===== src/hdl/sps_pkg.sv =====
package sps_pkg;

    typedef enum logic [3:0] {
        PH_IDLE    = 4'd0,
        PH_SETTLE  = 4'd1,
        PH_M_PULSE = 4'd2,
        PH_M_HIT   = 4'd3,
        PH_R_HIT   = 4'd4,
        PH_R_PULSE = 4'd5,
        PH_H_PULSE = 4'd6,
        PH_H_HIT   = 4'd7,
        PH_PAUSE   = 4'd8,
        PH_B_HIT   = 4'd9,
        PH_B_PULSE = 4'd10,
        PH_C_PULSE = 4'd11
    } phase_t;

    typedef enum logic [1:0] {
        CMD_TICK = 2'd0,
        CMD_MOVE = 2'd1,
        CMD_HOME = 2'd2
    } cmd_t;

    typedef enum logic [2:0] {
        CFG_HALF_PERIOD = 3'd0,
        CFG_PAUSE       = 3'd1,
        CFG_MICROSTEP   = 3'd2,
        CFG_BURST       = 3'd3,
        CFG_CLEARANCE   = 3'd4
    } cfg_idx_t;

    localparam int CFG_DATA_W = 24;

    localparam logic [15:0] HALF_PERIOD_RST = 16'd1000;
    localparam logic [23:0] PAUSE_RST       = 24'd3000;
    localparam logic [2:0]  MICROSTEP_RST   = 3'd1;
    localparam logic [9:0]  BURST_RST       = 10'd100;
    localparam logic [11:0] CLEARANCE_RST   = 12'd500;

    typedef struct packed {
        logic [15:0] half_period_ticks;
        logic [23:0] pause_ticks;
        logic [2:0]  microstep_mode;
        logic [9:0]  backoff_burst_steps;
        logic [11:0] clearance_steps;
    } cfg_t;

    typedef struct packed {
        phase_t      phase;
        logic        active_motor;
        logic [19:0] steps_left;
        logic [23:0] tick_count;
        logic [11:0] burst_count;
        logic        move_positive;
        logic [1:0]  dir_pins;
        logic [1:0]  step_pins;
        logic        enable_pin;
        logic [5:0]  microstep_pins;
        logic [3:0]  limit_flags;
    } seq_state_t;

    localparam seq_state_t SEQ_STATE_RST = '{
        phase:          PH_IDLE,
        active_motor:   1'b0,
        steps_left:     20'd0,
        tick_count:     24'd0,
        burst_count:    12'd0,
        move_positive:  1'b0,
        dir_pins:       2'b11,
        step_pins:      2'b00,
        enable_pin:     1'b0,
        microstep_pins: 6'd0,
        limit_flags:    4'd0
    };

    // MS3..MS1 pattern per microstep mode, sixteenth for unused codes
    function automatic logic [2:0] ms_pattern(input logic [2:0] mode);
        logic [2:0] pat;
        unique case (mode)
            3'd0:    pat = 3'b000;
            3'd1:    pat = 3'b001;
            3'd2:    pat = 3'b010;
            3'd3:    pat = 3'b011;
            default: pat = 3'b111;
        endcase
        return pat;
    endfunction

endpackage


===== src/hdl/sps_step_core.sv =====
module sps_step_core (
    input  sps_pkg::seq_state_t cur,
    input  sps_pkg::cfg_t       cfg,
    input  logic [1:0]          command,
    input  logic                motor_sel,
    input  logic signed [20:0]  step_count,
    input  logic                endstop_a_n,
    input  logic                endstop_b_n,
    output sps_pkg::seq_state_t nxt
);
    import sps_pkg::*;

    function automatic seq_state_t f_finish(input seq_state_t s);
        seq_state_t r;
        r = s;
        r.step_pins  = 2'b00;
        r.enable_pin = 1'b0;
        r.phase      = PH_IDLE;
        r.tick_count = '0;
        return r;
    endfunction

    function automatic seq_state_t f_wait(input seq_state_t s, input phase_t ph);
        seq_state_t r;
        r = s;
        r.phase      = ph;
        r.tick_count = '0;
        return r;
    endfunction

    function automatic seq_state_t f_pulse(input seq_state_t s, input phase_t ph,
                                           input logic [1:0] mb);
        seq_state_t r;
        r = f_wait(s, ph);
        r.step_pins = r.step_pins | mb;
        return r;
    endfunction

    function automatic seq_state_t f_move_next(input seq_state_t s, input logic [1:0] mb);
        seq_state_t r;
        r = s;
        if (s.steps_left == '0) begin
            r = f_finish(s);
        end else begin
            r.steps_left = s.steps_left - 20'd1;
            r = f_pulse(r, PH_M_PULSE, mb);
        end
        return r;
    endfunction

    function automatic seq_state_t f_retreat(input seq_state_t s, input logic pressed);
        seq_state_t r;
        r = s;
        if (pressed) begin
            r = f_wait(s, PH_R_HIT);
        end else begin
            r.limit_flags[{s.active_motor, s.move_positive}] = 1'b1;
            r = f_finish(r);
        end
        return r;
    endfunction

    function automatic seq_state_t f_home(input seq_state_t s, input logic pressed,
                                          input logic [1:0] mb);
        seq_state_t r;
        if (pressed) r = f_wait(s, PH_H_HIT);
        else         r = f_pulse(s, PH_H_PULSE, mb);
        return r;
    endfunction

    function automatic seq_state_t f_burst(input seq_state_t s, input logic [1:0] mb);
        seq_state_t r;
        r = s;
        if (s.burst_count == '0) begin
            r.enable_pin = 1'b0;
            r = f_wait(r, PH_PAUSE);
        end else begin
            r.burst_count = s.burst_count - 12'd1;
            r = f_pulse(r, PH_B_PULSE, mb);
        end
        return r;
    endfunction

    function automatic seq_state_t f_clear(input seq_state_t s, input logic [1:0] mb);
        seq_state_t r;
        r = s;
        if (s.burst_count == '0) begin
            r = f_finish(s);
        end else begin
            r.burst_count = s.burst_count - 12'd1;
            r = f_pulse(r, PH_C_PULSE, mb);
        end
        return r;
    endfunction

    logic        pressed;
    logic [1:0]  mb_cur;
    logic [1:0]  mb_sel;
    logic [15:0] half;
    logic [23:0] half_w;
    logic [23:0] period_w;
    logic [23:0] pause_w;
    logic [23:0] tick_inc;
    logic [20:0] neg_count;
    logic [2:0]  ms_bits;
    logic        pulse_phase;

    assign pressed  = !endstop_a_n || !endstop_b_n;
    assign mb_cur   = cur.active_motor ? 2'b10 : 2'b01;
    assign mb_sel   = motor_sel ? 2'b10 : 2'b01;
    assign half     = (cfg.half_period_ticks == '0) ? 16'd1 : cfg.half_period_ticks;
    assign half_w   = {8'd0, half};
    assign period_w = {7'd0, half, 1'b0};
    assign pause_w  = (cfg.pause_ticks == '0) ? 24'd1 : cfg.pause_ticks;
    assign tick_inc = cur.tick_count + 24'd1;
    assign neg_count = -step_count;
    assign ms_bits  = ms_pattern(cfg.microstep_mode);
    assign pulse_phase = (cur.phase == PH_M_PULSE) || (cur.phase == PH_R_PULSE) ||
                         (cur.phase == PH_H_PULSE) || (cur.phase == PH_B_PULSE) ||
                         (cur.phase == PH_C_PULSE);

    always_comb begin
        nxt = cur;
        if (cur.phase == PH_IDLE) begin
            if (command == CMD_MOVE || command == CMD_HOME) begin
                nxt.active_motor = motor_sel;
                if (motor_sel) nxt.microstep_pins = {ms_bits, cur.microstep_pins[2:0]};
                else           nxt.microstep_pins = {cur.microstep_pins[5:3], ms_bits};
                nxt.enable_pin = 1'b1;
                if (command == CMD_MOVE) begin
                    if (step_count[20]) begin
                        // magnitude of the most negative count saturates
                        nxt.steps_left    = neg_count[20] ? 20'hFFFFF : neg_count[19:0];
                        nxt.move_positive = 1'b0;
                        nxt.dir_pins      = cur.dir_pins | mb_sel;
                    end else begin
                        nxt.steps_left    = step_count[19:0];
                        nxt.move_positive = 1'b1;
                        nxt.dir_pins      = cur.dir_pins & ~mb_sel;
                    end
                    nxt = f_wait(nxt, PH_SETTLE);
                end else begin
                    nxt.dir_pins = cur.dir_pins | mb_sel;
                    nxt = f_home(nxt, pressed, mb_sel);
                end
            end
        end else begin
            nxt.tick_count = tick_inc;
            if (pulse_phase) begin
                if (tick_inc >= half_w) nxt.step_pins = nxt.step_pins & ~mb_cur;
                if (tick_inc >= period_w) begin
                    unique case (cur.phase)
                        PH_M_PULSE: begin
                            if (pressed) nxt = f_wait(nxt, PH_M_HIT);
                            else         nxt = f_move_next(nxt, mb_cur);
                        end
                        PH_R_PULSE: nxt = f_retreat(nxt, pressed);
                        PH_H_PULSE: nxt = f_home(nxt, pressed, mb_cur);
                        PH_B_PULSE: nxt = f_burst(nxt, mb_cur);
                        default:    nxt = f_clear(nxt, mb_cur);
                    endcase
                end
            end else if (cur.phase == PH_PAUSE) begin
                if (tick_inc >= pause_w) begin
                    nxt.enable_pin = 1'b1;
                    if (pressed) begin
                        nxt.burst_count = {2'b00, cfg.backoff_burst_steps};
                        nxt = f_wait(nxt, PH_B_HIT);
                    end else begin
                        nxt.burst_count = cfg.clearance_steps;
                        nxt = f_clear(nxt, mb_cur);
                    end
                end
            end else if (tick_inc >= half_w) begin
                unique case (cur.phase)
                    PH_SETTLE: nxt = f_move_next(nxt, mb_cur);
                    PH_M_HIT: begin
                        if (cur.move_positive) nxt.dir_pins = nxt.dir_pins | mb_cur;
                        else                   nxt.dir_pins = nxt.dir_pins & ~mb_cur;
                        nxt = f_retreat(nxt, pressed);
                    end
                    PH_R_HIT: nxt = f_pulse(nxt, PH_R_PULSE, mb_cur);
                    PH_H_HIT: begin
                        nxt.dir_pins   = nxt.dir_pins & ~mb_cur;
                        nxt.enable_pin = 1'b0;
                        nxt = f_wait(nxt, PH_PAUSE);
                    end
                    PH_B_HIT: nxt = f_burst(nxt, mb_cur);
                    default:  nxt = f_finish(nxt);
                endcase
            end
        end
    end

endmodule


===== src/hdl/stepper_pulse_sequencer_homing.sv =====
// path: an accepted input transaction passes the input register, then the sequencer
// state and result register, on its way to its result transaction
// throughput: one transaction per cycle while the result side is not stalled by m_ready
// reset: synchronous, active-low aresetn clears the sequencer to idle, dir pins
// high, step and enable low, limit flags clear, config registers to defaults
module stepper_pulse_sequencer_homing (
    input  logic                               aclk,
    input  logic                               aresetn,
    // configuration write port
    input  logic                               cfg_we,
    input  logic [2:0]                         cfg_index,
    input  logic [sps_pkg::CFG_DATA_W-1:0]     cfg_wdata,
    // input channel
    input  logic                               s_valid,
    output logic                               s_ready,
    input  logic [1:0]                         s_command,
    input  logic                               s_motor_sel,
    input  logic signed [20:0]                 s_step_count,
    input  logic                               s_endstop_a_n,
    input  logic                               s_endstop_b_n,
    // result channel
    output logic                               m_valid,
    input  logic                               m_ready,
    output logic                               m_step_a,
    output logic                               m_step_b,
    output logic                               m_dir_a,
    output logic                               m_dir_b,
    output logic                               m_drive_enable,
    output logic [2:0]                         m_microstep_a,
    output logic [2:0]                         m_microstep_b,
    output logic                               m_busy_res,
    output logic                               m_at_min_a,
    output logic                               m_at_max_a,
    output logic                               m_at_min_b,
    output logic                               m_at_max_b
);
    import sps_pkg::*;

    // configuration registers
    cfg_t cfg_reg;

    // input register stage
    logic               in_valid_reg;
    logic [1:0]         cmd_reg;
    logic               motor_sel_reg;
    logic signed [20:0] step_count_reg;
    logic               endstop_a_n_reg;
    logic               endstop_b_n_reg;

    // sequencer state and result register
    seq_state_t state_reg;
    seq_state_t state_next;
    logic       m_valid_reg;

    logic       out_free;   // result register can take a new transaction
    logic       fire;       // registered input is processed this cycle
    logic       s_take;

    assign out_free = !m_valid_reg || m_ready;
    assign fire     = in_valid_reg && out_free;
    assign s_ready  = !in_valid_reg || out_free;
    assign s_take   = s_valid && s_ready;
    assign m_valid  = m_valid_reg;

    // config writes land immediately; out-of-range indexes are dropped
    always_ff @(posedge aclk) begin
        if (!aresetn) begin
            cfg_reg.half_period_ticks   <= HALF_PERIOD_RST;
            cfg_reg.pause_ticks         <= PAUSE_RST;
            cfg_reg.microstep_mode      <= MICROSTEP_RST;
            cfg_reg.backoff_burst_steps <= BURST_RST;
            cfg_reg.clearance_steps     <= CLEARANCE_RST;
        end else if (cfg_we) begin
            unique case (cfg_index)
                CFG_HALF_PERIOD: cfg_reg.half_period_ticks   <= cfg_wdata[15:0];
                CFG_PAUSE:       cfg_reg.pause_ticks         <= cfg_wdata[23:0];
                CFG_MICROSTEP:   cfg_reg.microstep_mode      <= cfg_wdata[2:0];
                CFG_BURST:       cfg_reg.backoff_burst_steps <= cfg_wdata[9:0];
                CFG_CLEARANCE:   cfg_reg.clearance_steps     <= cfg_wdata[11:0];
                default: ;
            endcase
        end
    end

    // input stage: refills in the same cycle it drains
    always_ff @(posedge aclk) begin
        if (!aresetn) begin
            in_valid_reg <= 1'b0;
        end else if (s_take) begin
            in_valid_reg <= 1'b1;
        end else if (fire) begin
            in_valid_reg <= 1'b0;
        end
    end

    always_ff @(posedge aclk) begin
        if (s_take) begin
            cmd_reg         <= s_command;
            motor_sel_reg   <= s_motor_sel;
            step_count_reg  <= s_step_count;
            endstop_a_n_reg <= s_endstop_a_n;
            endstop_b_n_reg <= s_endstop_b_n;
        end
    end

    // one clock tick of the sequencer per transaction
    sps_step_core u_core (
        .cur         (state_reg),
        .cfg         (cfg_reg),
        .command     (cmd_reg),
        .motor_sel   (motor_sel_reg),
        .step_count  (step_count_reg),
        .endstop_a_n (endstop_a_n_reg),
        .endstop_b_n (endstop_b_n_reg),
        .nxt         (state_next)
    );

    always_ff @(posedge aclk) begin
        if (!aresetn) begin
            state_reg   <= SEQ_STATE_RST;
            m_valid_reg <= 1'b0;
        end else if (fire) begin
            state_reg   <= state_next;
            m_valid_reg <= 1'b1;
        end else if (m_ready) begin
            m_valid_reg <= 1'b0;
        end
    end

    // result payload, snapshot of the pins after the tick
    always_ff @(posedge aclk) begin
        if (fire) begin
            m_step_a       <= state_next.step_pins[0];
            m_step_b       <= state_next.step_pins[1];
            m_dir_a        <= state_next.dir_pins[0];
            m_dir_b        <= state_next.dir_pins[1];
            m_drive_enable <= state_next.enable_pin;
            m_microstep_a  <= state_next.microstep_pins[2:0];
            m_microstep_b  <= state_next.microstep_pins[5:3];
            m_busy_res     <= (state_next.phase != PH_IDLE);
            m_at_min_a     <= state_next.limit_flags[0];
            m_at_max_a     <= state_next.limit_flags[1];
            m_at_min_b     <= state_next.limit_flags[2];
            m_at_max_b     <= state_next.limit_flags[3];
        end
    end

`ifndef SYNTHESIS
    // only the active motor is ever pulsed
    a_one_step_pin: assert property (@(posedge aclk) disable iff (!aresetn)
        state_reg.step_pins != 2'b11)
        else $error("both step pins high");

    // an idle sequencer leaves step and enable low
    a_idle_quiet: assert property (@(posedge aclk) disable iff (!aresetn)
        (state_reg.phase == PH_IDLE) |->
        (state_reg.step_pins == 2'b00 && !state_reg.enable_pin))
        else $error("idle with step or enable active");

    // limit flags are sticky
    a_flags_sticky: assert property (@(posedge aclk) disable iff (!aresetn)
        fire |=> ((state_reg.limit_flags & $past(state_reg.limit_flags)) ==
                  $past(state_reg.limit_flags)))
        else $error("limit flag cleared");

    // input backpressure only when both stages are full and the output stalls
    a_backpressure: assert property (@(posedge aclk) disable iff (!aresetn)
        !s_ready |-> (in_valid_reg && m_valid_reg && !m_ready))
        else $error("input stalled without cause");
`endif

endmodule


===== config.mk =====
export PLATFORM = sky130hd
export DESIGN_NAME = stepper_pulse_sequencer_homing
export DESIGN_NICKNAME = d
export VERILOG_FILES = /design/src/hdl/sps_pkg.sv /design/src/hdl/sps_step_core.sv /design/src/hdl/stepper_pulse_sequencer_homing.sv
export SDC_FILE = /design/constraint.sdc
export NUM_CORES = 1
export LEC_CHECK = 0
export BUFFER_PORTS_ARGS = -buffer_cell sky130_fd_sc_hd__clkbuf_2
export CAP_MARGIN = 20
export CORE_MARGIN = 1
export CORE_UTILIZATION = 56
export DETAILED_ROUTE_END_ITERATION = 6
export PLACE_DENSITY = 0.75
export REMOVE_ABC_BUFFERS = 1
export SYNTH_ARGS = -nofsm -noshare
export SYNTH_HDL_FRONTEND = slang
export SYNTH_SLANG_ARGS = --single-unit
export TNS_END_PERCENT = 20

===== constraint.sdc =====
create_clock -name aclk -period 3.8 [get_ports aclk]
set_input_delay 0 -clock aclk [delete_from_list [all_inputs] [get_ports aclk]]
set_output_delay 0 -clock aclk [all_outputs]
set_load 0.05 [all_outputs]

Word-level counts from Yosys, hierarchy flattened
Cells that the tools add are included.
{"block": "word_totals", "reg_bits": 186, "output_inout_bits": 18, "wordCells": 185}
{"block": "op_classes", "add_sub_neg": 5, "magnitude_cmp": 5, "n_eq_ne": 47, "n_mux": 41, "n_bitwise": 12, "n_reduce_logical": 40}
{"op": "77-bit two-way mux", "n": 12}
{"op": "77-bit case mux with 5 select lines", "n": 1}
{"op": "77-bit case mux with 4 select lines", "n": 1}
{"op": "75-bit two-way mux", "n": 4}
{"op": "76-bit two-way mux", "n": 2}
{"op": "74-bit two-way mux", "n": 2}
{"op": "20-bit two-way mux", "n": 2}
{"op": "3-bit by 1-bit != test with 1-bit output, second input constant", "n": 9}
{"op": "24-bit by 1-bit adder with 24-bit output, second input constant", "n": 1}
{"op": "24-bit by 16-bit >= comparator with 1-bit output", "n": 1}
{"op": "24-bit by 17-bit >= comparator with 1-bit output", "n": 1}
{"op": "24-bit >= comparator", "n": 1}
{"op": "12-bit logical NOT", "n": 2}
{"op": "24-bit logical NOT", "n": 1}
{"op": "24-bit two-way mux", "n": 1}
{"op": "3-bit != test, second input constant", "n": 8}
{"op": "12-bit by 1-bit subtractor with 12-bit output, second input constant", "n": 2}
{"op": "21-bit negation", "n": 1}
{"op": "20-bit logical NOT", "n": 1}
{"op": "20-bit by 1-bit subtractor with 20-bit output, second input constant", "n": 1}
{"op": "19-bit AND reduction", "n": 1}
{"op": "4-bit by 3-bit equality test with 1-bit output, second input constant", "n": 4}
{"op": "4-bit equality test, second input constant", "n": 4}
{"op": "16-bit logical NOT", "n": 1}
{"op": "36 further kinds", "n": 86}

Depth between registers and ports, before layout
Gate-level depths: netlist of the first run.
{"block": "logic_depth", "ltp_word": 15, "mapped_depth": 19, "depth_no_buf": 16}

Hierarchy
A second synthesis of the first run with hierarchy kept.
{"block": "hier_totals", "cells_unflattened": 1572, "area_unflattened_um2": 12657.1}
{"mod": "stepper_pulse_sequencer_homing", "n_inst": 1, "cells_each": 638, "area_per_inst_um2": 6717.7}
{"mod": "sps_step_core", "n_inst": 1, "cells_each": 934, "area_per_inst_um2": 5939.4}

Worst setup path after synthesis of the first run
Ideal clock, no wire load.
{"block": "synth_path", "path_type": "reg2reg", "from": "register state_reg[28] (netlist name)", "to": "register state_reg[55] (netlist name)", "arrival_ps": 3762, "setup_slack_ps": -98, "stages_incl_launch_ff": 18, "path_buffers": 2, "synth_period_minus_slack_ps": 3898, "cell_sequence": "dfxtp_1 ha_1 nand3_2 nor3_1 nand4_1 and2_1 or2_2 ha_1 and4_1 o311a_1 a2111oi_4 o31a_2 nand3_1 a31o_2 buf_2 nand2_4 buf_6 o221ai_1"}
{"block": "synth_via", "elab_chain_cells": 4}
{"element": "from (decl)", "line": "stepper_pulse_sequencer_homing.sv:51", "text": "seq_state_t state_reg;"}
{"element": "from (signal assigned)", "line": "stepper_pulse_sequencer_homing.sv:123", "text": "state_reg <= state_next;"}
{"element": "24-bit by 1-bit adder with 24-bit output (*)", "line": "sps_step_core.sv:115", "text": "assign tick_inc = cur.tick_count + 24'd1;"}
{"element": "24-bit by 17-bit >= comparator with 1-bit output / 24-bit by 16-bit >= comparator with 1-bit output (equally long branches)", "line": "sps_step_core.sv:151, sps_step_core.sv:174"}
{"element": "3-bit != test (no source line) / 3-bit nonzero test (equally long branches)"}
{"element": "19-bit AND reduction (no source line) (*)"}
Every way passes the cells marked *; elsewhere a longest branch is shown, timed or not.
A chain may end at the register's enable or synchronous reset.

Worst setup path in the final report of the first run
{"block": "layout_path", "from": "register state_reg[36] (netlist name)", "to": "register state_reg[37] (netlist name)"}
{"block": "layout_via", "elab_chain_cells": 6}
{"element": "24-bit by 1-bit adder with 24-bit output (*)", "line": "sps_step_core.sv:115"}
{"element": "24-bit by 16-bit >= comparator with 1-bit output / 24-bit >= comparator (equally long branches)", "line": "sps_step_core.sv:174, sps_step_core.sv:164"}
{"element": "77-bit two-way mux (on tied branches)", "line": "sps_step_core.sv:174, sps_step_core.sv:164"}
{"element": "77-bit two-way mux", "line": "sps_step_core.sv:163", "text": "end else if (cur.phase == PH_PAUSE) begin"}
{"element": "77-bit two-way mux (*)", "line": "sps_step_core.sv:149", "text": "if (pulse_phase) begin"}
{"element": "77-bit two-way mux (*)", "line": "sps_step_core.sv:124", "text": "if (cur.phase == PH_IDLE) begin"}
Every way passes the cells marked *; elsewhere a longest branch is shown, timed or not. The select of a mux whose other input is x is not followed.

==> reports/qor.csv, run 1 <==
stage,metric,value,unit
timing,Max Fclk,0.2493,GHz
timing,"Setup violations, final",45,
outcome,run status,"finished, violations left",
min_path,Hold Crit Class,in2reg,
synth,distinct cell type count after synthesis,90,
timing,Worst Max-Slew Pin Slew,0.8354,ns
synth,main area contributors after synthesis,"dfxtp_1 (25%), edfxtp_1 (11%), nand2_1 (7.6%)",
synth,Avg Inst Size Synth,8.009,um^2
cells_and_area,max reg flops,77,
placed_design,DP Cell Count,1819,
power_and_ir_drop,power consumption,4.716,mW
clock_tree,CTS tree,done,
floorplan,Initial Utilization,56.96,%
clock_tree,# H-tree levels,4,
job,max_cap viols,0,
cells_and_area,register area,4155,um^2
power_and_ir_drop,P_leak,5.923,nW
clock_tree,Max Root-Sink Buffers,2,
detailed_routing,DRT Pass-1 Iters,5,
cells_and_area,multi-input logic area,7322,um^2
clock_tree,Num CTS Buffers,17,
cells_and_area,Final Non-Filler Cells,1943,
synth,area share of the largest cell type after synthesis,25.01,%
global_route,grt total ovfl,0,
power_and_ir_drop,cell area power density,317.5,nW/um^2
critical_path,CP required,4.09,ns
cells_and_area,most frequent cells in the layout,"nand2_1 (230), dfxtp_1 (137), buf_4 (133), nor2_1 (111), a21oi_1 (98)",
detailed_routing,final WL,38320,um
clock_tree,CTS sink cnt,186,
placed_design,port bufs,75,
cells_and_area,nets,1776,
floorplan,Top Ports,76,
global_route,met3 usage,6.113,%
synth,Post-synth EDFFs,42,
detailed_routing,Vias,12444,
power_and_ir_drop,worst vdd ir,0.0003227,V
detailed_routing,DR vias/cell,6.405,
cells_and_area,"most common cell after layout, fill and taps aside",nand2_1,
global_route,antenna violations before repair,2,
floorplan,num rows,52,
timing,RSZ-0062 raised after global routing,true,
synth,Post-Syn Instances,1439,
timing,final worst setup slack,-0.2110,ns
critical_path,Worst path top cell family by delay,simple AND/OR/NAND/NOR gates,
cells_and_area,Area Overhead vs Synth,28.91,%
timing,skew final,0.01434,ns
critical_path,crit-path max cell delay,0.38,ns
detailed_routing,Antenna Nets Post-Route,0,
cells_and_area,Fillers,1550,
synth,"Cell Area, Synth",11520,um^2
critical_path,Setup crit end kind,flop,
placed_design,dpl cell area,12800,um^2
timing,min Tclk post-route,4.011,ns
cells_and_area,"Design Area, Final",14860,um^2
global_route,largest net degree at the start of global routing,45,
detailed_routing,# DRC,0,
timing,fin. max-slew vios,0,
critical_path,Crit-path slowest cell,or3_4,
placed_design,gpl congestion,0.9732,
detailed_routing,WL/cell,19.72,um
cells_and_area,final core occ,73.42,%
clock_tree,"Reg clk slew, reported paths",0.07,ns
synth,"area leader, netlist",dfxtp_1,
global_route,busiest layer in global routing,met2,
cells_and_area,share of layout cells above drive strength 1,22.69,%
synth,predominant post-synthesis flop cell,dfxtp_1,
global_route,GRT met1 Usage,43.31,%
global_route,Total GRT Usage,34.71,%
critical_path,Worst Setup Path Type,reg2reg,
critical_path,Worst Path Max Fanout,6,
timing,crit share post-route,105.6,%
clock_tree,root buffer selected by CTS,clkbuf_16,
floorplan,Die Height,145.5,um
critical_path,"Critical Path, Cell by Cell","nand4_1, buf_4, or3_4, nor2_4, buf_6, nand3_1, nand2_1, nand2_1, ha_4, nand2_1, nor3_2, nand3_1, a21o_1, o211ai_1, o31ai_4, buf_6, a21bo_4, buf_6, a32oi_1, nor2_1",
global_route,GR Util met2,58.68,%
global_route,first-pass GRT wire length,59040,um
timing,Worst slew margin,44.31,%
synth,YS warnings,0,
timing,Final Hold Viols,0,
synth,"FFs w/ async S/R, synth",0,%
floorplan,DIE WIDTH,145.5,um
synth,"FF+latch count, synth",186,
floorplan,die area,21160,um^2
critical_path,Crit path arrival time,4.30,ns
global_route,vias in the first global route,11740,
outcome,failing checks,negative setup slack,
floorplan,core area,20230,um^2
critical_path,Worst Path Buf+Inv,4,
detailed_routing,DR iter-0 viols,1135,
clock_tree,worst skew pair latency,0.45,ns
critical_path,Worst setup SP type,flop,
synth,register area share after synthesis,35.96,%
placed_design,Post-DP HPWL,25180,um
timing,WHS,0.02823,ns
## logic make-up after synthesis
family | count (synthesis) | synth area share, %
XOR/XNOR | 30 | 2.280
adder cells (fa/ha/maj) | 61 | 6.622
AO/OA/AOI/OAI | 377 | 23.17
buffers and inverters | 156 | 5.493
AND/OR/NAND/NOR | 619 | 25.57
multiplexers | 10 | 0.9119
flip-flops | 186 | 35.96
## per-layer routing
metal | vias up | part of all wire, %
li1 | 5760 | -
met1 | 5947 | 41
met2 | 602 | 48
met3 | 135 | 7.3
met4 | 0 | 4.0
met5 | - | 0
## synth_stat cells, types with 13 or more instances
master / instances
a211oi_1: 19
a21oi_1: 102
a311oi_1: 20
a31oi_1: 27
a32oi_1: 13
clkbuf_1: 61
dfxtp_1: 144
edfxtp_1: 42
ha_1: 61
inv_1: 73
nand2_1: 232
nand2b_1: 15
nand3_1: 65
nand4_1: 23
nor2_1: 119
nor3_1: 50
nor4_1: 23
o211ai_1: 21
o21ai_0: 44
o221ai_1: 19
or3_1: 16
xnor2_1: 20
## path summary, 6_finish.rpt
path                            cells after the start            end     startpoint  slack [ns]
worst max register to register                     20  state_reg[37]  state_reg[36]       -0.21
worst max-delay path                               20  state_reg[37]  state_reg[36]       -0.21
worst min register to register                      2    cfg_reg[49]    cfg_reg[49]        0.46
worst min-delay path                                5    cfg_reg[35]   cfg_index[0]        0.03
## report_power, final
part,switching (mW),internal (mW),leakage [nW]
Sequential,0.0516,2.08,1.58
Combinational,0.445,0.252,4.05
Clock,0.865,1.02,0.297
## per-stage QoR
stage               TNS [ns]  worst slack (ns)
finish                -5.138           -0.2110
global route          -13.82           -0.3488
CTS                  -0.6995          -0.05458
detailed placement    -7.630           -0.2747
global placement      -6.783           -0.2922
floorplan             -5.724           -0.3079
## worst min-delay path, cell delays in order
cell      delay [ns]
clkbuf_2        0.11
nand2_1         0.09
nor2_2          0.09
nand2_1         0.08
a21oi_1         0.05
## area by class of cell
type                            instances  area share (%)
Tap cell                              270           2.274
Timing Repair Buffer                  278           14.41
Antenna cell                            3         0.05053
Clock inverter                         11          0.8253
Multi-Input combinational cell       1100           49.28
Clock buffer                           21           3.318
Inverter                               74           1.870
Sequential cell                       186           27.97
## what timing repair did
action,4_1_cts,5_1_grt
endpoints found under the hold margin,93,0
pin swaps,13,43
cloned,2,2
hold buffers,54,0
setup endpoints to repair,67,78
gates resized for setup,38,86
buffers inserted,14,16
Note: power is estimated with default switching activity, not from simulation.
==> run 2, diff against run 1 <==
CORE_UTILIZATION = 57   (was 56)
CTS_BUF_LIST = sky130_fd_sc_hd__clkbuf_8   (was unset)
PLACE_DENSITY = 0.76   (was 0.75)
==> run 2 against run 1 <==
Effect of this change:
- the run still ends with negative setup slack left
- sequential share of layout area is 0.97 points higher
- highest routed layer unchanged
- critical path type unchanged
- via count is 4.1% lower
- register-to-register slack gained 0.15 ns
- die area down 1.7%
- power decreased by 10%
- fmax up 3.9%
- non-clock buffer count shrank 35
- largest power group unchanged
==> reports/qor.csv, run 2 (synthesized netlist as in run 1, its figures left out) <==
stage,metric,value,unit,change
critical_path,Worst Path Max Fanout,7,,+1
timing,Max Fclk,0.2591,GHz,+3.9%
detailed_routing,Antenna Nets Post-Route,0,,unchanged
timing,Worst slew margin,21.70,%,-23 points
detailed_routing,DR iter-0 viols,1029,,-9.3%
global_route,grt total ovfl,0,,unchanged
global_route,largest net degree at the start of global routing,52,,+16%
timing,Worst Max-Slew Pin Slew,1.173,ns,+0.3378 ns
critical_path,crit-path max cell delay,0.38,ns,about the same
placed_design,Post-DP HPWL,24400,um,-3.1%
job,max_cap viols,0,,unchanged
outcome,failing checks,negative setup slack,,
detailed_routing,# DRC,0,,unchanged
power_and_ir_drop,worst vdd ir,0.0002096,V,-35%
timing,Final Hold Viols,0,,unchanged
cells_and_area,nets,1738,,-2.1%
timing,setup TNS,-0.4515,ns,+4.686 ns
global_route,antenna violations before repair,0,,-2
placed_design,gpl congestion,0.9839,,+1.1%
detailed_routing,Vias,11928,,-4.1%
min_path,Worst Hold End,cfg_reg[36],,
timing,min Tclk post-route,3.859,ns,-0.1517 ns
detailed_routing,DR vias/cell,6.288,,-1.8%
timing,"Setup violations, final",16,,-64%
cells_and_area,most frequent cells in the layout,"nand2_1 (230), dfxtp_1 (141), nor2_1 (112), buf_4 (97), a21oi_1 (95)",,
critical_path,Reg2Reg Setup Slack,-0.06,ns,+0.15 ns
clock_tree,CTS sink cnt,186,,unchanged
critical_path,FF-to-FF path depth,16,,-20%
timing,crit share post-route,101.6,%,-4.0 points
clock_tree,Num CTS Buffers,17,,unchanged
clock_tree,CTS tree,done,,
min_path,Hold Crit Class,in2reg,,
floorplan,die area,20790,um^2,-1.7%
critical_path,"Critical Path, Cell by Cell","nand4_1, buf_4, or2_4, xnor2_4, buf_4, ha_1, and3_1, nand3_1, o21ai_1, a31oi_2, o31a_2, buf_12, a21oi_4, o21a_1, a32oi_1, o32ai_1",,
floorplan,DIE WIDTH,144.2,um,-0.87%
clock_tree,root buffer selected by CTS,clkbuf_8,,
critical_path,Worst Path Buf+Inv,3,,-1
timing,final worst setup slack,-0.05928,ns,+0.1517 ns
clock_tree,"Reg clk slew, reported paths",0.10,ns,+0.03 ns
power_and_ir_drop,P_leak,5.654,nW,-4.5%
floorplan,num rows,51,,-1.9%
critical_path,Setup crit end kind,flop,,
min_path,Min-Delay Path Depth,4,,-1
floorplan,core area,19650,um^2,-2.9%
clock_tree,# H-tree levels,4,,unchanged
global_route,Total GRT Usage,33.15,%,-1.6 points
timing,skew final,0.01527,ns,+0.0009271 ns
global_route,vias in the first global route,10798,,-8.0%
timing,fin. max-slew vios,0,,unchanged
floorplan,Die Height,144.2,um,-0.87%
critical_path,Worst Setup Path Type,reg2reg,,
floorplan,Top Ports,76,,unchanged
critical_path,Worst path top cell family by delay,compound AO/OA/AOI/OAI gates,,
cells_and_area,Area Overhead vs Synth,24.54,%,
critical_path,Crit-path slowest cell,dfxtp_4,,
critical_path,terminus of the critical flop-to-flop path,state_reg[20],,
min_path,min-delay src,cfg_index[0],,
timing,RSZ-0062 raised after global routing,true,,
power_and_ir_drop,cell area power density,295.5,nW/um^2,-6.9%
detailed_routing,final WL,35060,um,-8.5%
clock_tree,worst skew pair latency,0.47,ns,+0.02 ns
critical_path,CP required,4.19,ns,+0.10 ns
placed_design,port bufs,75,,unchanged
detailed_routing,DRT Pass-1 Iters,5,,unchanged
floorplan,Initial Utilization,58.64,%,+1.7 points
cells_and_area,share of layout cells above drive strength 1,20.16,%,-2.5 points
critical_path,Crit path arrival time,4.25,ns,-0.05 ns
clock_tree,Max Root-Sink Buffers,2,,unchanged
cells_and_area,"most common cell after layout, fill and taps aside",nand2_1,,
detailed_routing,WL/cell,18.48,um,-6.3%
global_route,first-pass GRT wire length,53930,um,-8.6%
cells_and_area,# diodes,0,,-3
outcome,run status,"finished, violations left",,
critical_path,Worst setup SP type,flop,,
critical_path,r2r startpoint,state_reg[29],,
power_and_ir_drop,power consumption,4.242,mW,-10%
cells_and_area,max reg flops,77,,unchanged
critical_path,cell repeated most along the worst path,buf_4,,
==> run 2: final cells by class <==
cell class	instances	area (um^2)
inverter	74	277.8
tap	265	331.6
clock buffer	17	234.0
sequential	186	4153
multi-input combinational	1097	7264
fill	1562	5301
timing repair buffer	243	1902
clock inverter	15	190.2
==> run 2: repair_timing <==
action,4_1_cts,5_1_grt
hold buffers,55,0
endpoints found under the setup margin,59,77
setup buffers,4,7
hold endpoints to repair,93,0
pin swaps,8,25
gates resized for setup,21,88
==> run 2: worst max path at each step <==
stage                              from             to  slack [ns]  cells past startpoint
final                     state_reg[29]  state_reg[20]       -0.06                     16
after global routing      state_reg[29]  state_reg[29]       -0.26                     19
after CTS                 state_reg[31]     m_busy_res      -0.007                     16
after detailed placement  state_reg[29]     m_busy_res       -0.16                     16
after global placement    state_reg[29]     m_busy_res       -0.14                     16
after floorplan           state_reg[28]  state_reg[71]       -0.31                     14
==> run 2: routing by layer <==
layer	GRT usage [%]	up-vias	wire length (um)
met1	44.44	5602	14860
li1	-	5674	-
met2	55.00	565	16680
met5	0	-	0
met4	11.52	0	943
met3	4.139	87	2577
==> run 2: power by group <==
group	switching (mW)	total [mW]	internal, mW
Sequential	0.0547	2.14	2.08
Clock	0.786	1.45	0.668
Combinational	0.416	0.653	0.237
Total	1.26	4.24	2.98
==> run 2: worst reg2reg max path: cells and delay by family, from the launching register on <==
kind,cells,cell delay (ns)
compound gates,7,1.69
simple gates,4,0.74
buf+inv,3,0.54
flops,1,0.38
fa+ha+maj,1,0.27
xor+xnor,1,0.15
==> run 2: stage by stage <==
step / area, um^2 / instances / setup slack, ns / utilization (%) / hold slack (ns)
floorplan: 11170 / 1357 / -0.3079 / - / 0.06194
global placement: 12680 / 1797 / -0.1428 / 64.53 / 0.1773
detailed placement: 12710 / 1798 / -0.1595 / 64.67 / 0.1786
CTS: 13810 / 1889 / -0.007365 / 70.26 / 0.004675
global route: 14350 / 1897 / -0.2614 / 73.03 / 0.04915
finish: 14350 / 1897 / -0.05928 / 73.03 / 0.04346
